==> src/sv/bat_ram.sv <==
// Generic single-clock RAM: one write port, one read port, registered read.
// Depends on nothing.
module bat_ram #(
  parameter int WIDTH = 8,
  parameter int DEPTH = 2,
  localparam int AW = (DEPTH > 1) ? $clog2(DEPTH) : 1
) (
  input  logic             clk,
  input  logic             we,
  input  logic [AW-1:0]    waddr,
  input  logic [WIDTH-1:0] wdata,
  input  logic [AW-1:0]    raddr,
  output logic [WIDTH-1:0] rdata
);

  logic [WIDTH-1:0] mem [DEPTH];

  // write, then register the read word
  always_ff @(posedge clk) begin
    if (we) begin
      mem[waddr] <= wdata;
    end
    rdata <= mem[raddr];
  end

endmodule

==> config.mk <==
export PLATFORM = sky130hd
export DESIGN_NAME = bat_ram
export DESIGN_NICKNAME = d
export VERILOG_FILES = /design/src/sv/bat_ram.sv
export SDC_FILE = /design/constraint.sdc
export NUM_CORES = 1
export LEC_CHECK = 0
export ABC_CLOCK_PERIOD_IN_PS = 1300
export BUFFER_PORTS_ARGS = -buffer_cell sky130_fd_sc_hd__buf_2
export CORE_MARGIN = 2
export CORE_UTILIZATION = 48
export DETAILED_ROUTE_END_ITERATION = 6
export PLACE_DENSITY_LB_ADDON = 0.1
export SLEW_MARGIN = 20
export SYNTH_ARGS = -nofsm -noshare
export SYNTH_HDL_FRONTEND = slang
export SYNTH_SLANG_ARGS = --single-unit
==> constraint.sdc <==
create_clock -name clk -period 1.3 [get_ports clk]
set_clock_uncertainty 0.05 [all_clocks]
set_input_delay 0.065 -clock clk [delete_from_list [all_inputs] [get_ports clk]]
set_output_delay 0.065 -clock clk [all_outputs]
set_load 0.005 [all_outputs]
==> metrics.yaml <==
synth:
  ys_warn_count: 0
  synthXorXnorAreaFrac_pct: 0
  synth_area_per_cell_um2: 22.4
  ys_seq_elements: 24
  synth_simple_gate_area_share_pct: 1.59
  synth.area.mux_share_pct: 15.3
  synth_top_family_by_area: "multiplexers"
  syn_area_um2: 785
  synth_top_cells_by_area: "edfxtp_1 (61%), dfxtp_1 (20%), mux2_4 (15%)"
  netlist.area_leader.share_pct: 61.2
  syn_inst: 35
  synth_compound_area_share_pct: 0
  synthAdderAreaFrac_pct: 0
  syn_nets: 47
  synth_top_area_cell: "edfxtp_1"
  ys_types: 6
  synth-seq-area-share_pct: 81.7
sta:
  fmax_mhz: 1190
  drv_slew: 0
  holdWs_ps: 145
  slew_headroom_pct: 75.9
  period_minus_slack_ps: 842
  final.period_utilization_pct: 64.8
  worst_pin_slew_ps: 362
  setup_viol: 0
  hold_viol_final: 0
  setup-tns-final_ps: 0
  rsz0062_at_grt: "false"
cells_and_area:
  layout-drive-gt1-share_pct: 47.8
  antenna_cells: 0
  fillers: 106
  fin_area_um2: 1010
  area_growth_pct: 28.7
  nNetsFinal: 80
floorplanning:
  coreArea_um2: 1520
  die_x_um: 44.4
  ios: 20
  rows: 14
  start_util_pct: 51.5
  die_h_um: 44.4
  fp.dieArea_um2: 1970
drt:
  firstDrtPassIters: 1
  ant_nets: 0
  finalWirelength_um: 934
  remaining_drc_errors: 0
  vias: 387
  drtIter0Drc: 0
  vias_per_cell: 4.66
  wire_per_inst_um: 11.3
cts:
  cts_resized: 0
  cts_tree: "yes"
  cts.sinks: 24
  numCtsBuffers: 3
  htree_levels: 1
  cts_root_buf: "clkbuf_4"
  insertion_delay_ps: 300
  ctsHoldBuffers: 8
  clockBufferDepth: 2
  postCtsSetupBuffers: 0
  clkTransAtPathRegs_ps: 120
global_routing:
  grt_usage_pct: 11.1
  grt_max_degree: 14
  overflow: 0
  grt_pass1_wl_mm: 1.52
  grt_antenna_before_repair: 0
  first_global_vias: 389
setup_path:
  timing.critical_path.from: "rdata[1]$_DFF_P_"
  crit_chain: "buf_2"
  end_kind: "output port"
  worstSetupPathType: "reg -> out"
  worstSetupStartpointType: "flip-flop"
  crit_fanout: 1
  worst_ep_arrival_time_ps: 730
  cp_num_buf_inv: 1
  slowest_delay_ps: 320
  slowest_stage: "dfxtp_1"
  cp_top_family: "flip-flops"
  reg2reg_from: "mem[0][7]$_DFFE_PP_"
  crit_required_ps: 1190
run:
  cap_violations: 0
placed_design:
  port_buffers: 19
  gp_routability_congestion: 0.613
  placed_cell_area_um2: 903
hold_path:
  hold_path_startpoint: "raddr"
  hold_path_class: "in -> reg"
pwr:
  power_leakage_uw: 0.000422
  power_density_nw_per_um2: 1300
  vdd_ir_drop_max_mv: 0.697
outcome:
  status: "complete, no violations"
[sequential cells by signal, summed over array words and instances, names as in the netlist]
signal and count:
mem 16, rdata 8
[worst paths after layout]
path                                          to  slack (ps)  cells past startpoint
worst min-delay path            rdata[6]$_DFF_P_         140                      2
worst min register to register  rdata[5]$_DFF_P_         440                      1
worst max register to register  rdata[7]$_DFF_P_         490                      1
worst max-delay path                    rdata[1]         460                      1
[cells in the mapped netlist]
| cell | number |
|---|---|
| mux2_4 | 8 |
| and2_1 | 1 |
| edfxtp_1 | 16 |
| buf_6 | 1 |
| dfxtp_1 | 8 |
| nor2b_1 | 1 |
[per-layer routing]
metal	share of wire, %	GRT usage [%]	vias to the layer above
met5	0	0	-
met4	0	5.45	0
met3	5.4	2.45	0
met2	56	20.0	13
met1	39	12.4	179
li1	-	-	195
[where the power goes]
part	internal [µW]	switching, µW	total [µW]
Combinational	80.0	41.8	122
Clock	112	191	303
Sequential	873	12.2	885
Total	1070	245	1310
[stage by stage]
stage / instances / worst slack (ps) / utilization (%) / total power [µW]
2_1_floorplan: 35 / 392 / - / 959
3_3_place_gp: 71 / 444 / 59.3 / 1000
3_5_place_dp: 71 / 402 / 59.3 / 1010
4_1_cts: 83 / 440 / 66.3 / 1330
5_1_grt: 83 / 401 / 66.3 / 1380
6_report: 83 / 458 / 66.3 / 1310
[area by class of cell]
type / count / area [µm²] / share of cell area [%]
Sequential cell: 24 / 641 / 63.4
Multi-Input combinational cell: 10 / 133 / 13.1
Timing Repair Buffer: 29 / 190 / 18.8
Tap cell: 16 / 20.0 / 1.98
Clock buffer: 3 / 22.5 / 2.23
Clock inverter: 1 / 3.75 / 0.372
[cells by family after synthesis]
family,Yosys count
simple gates,2
buf+inv,1
mux,8
flops,24
[placed cells by master (no fill, tap or decap)]
cell type	instances
and2_1	1
buf_2	19
buf_4	2
clkbuf_4	3
clkinv_1	1
dfxtp_1	8
dlygate4sd3_1	8
edfxtp_1	16
mux2_4	8
nor2b_1	1
No activity file was read; power rests on OpenSTA's default activity.
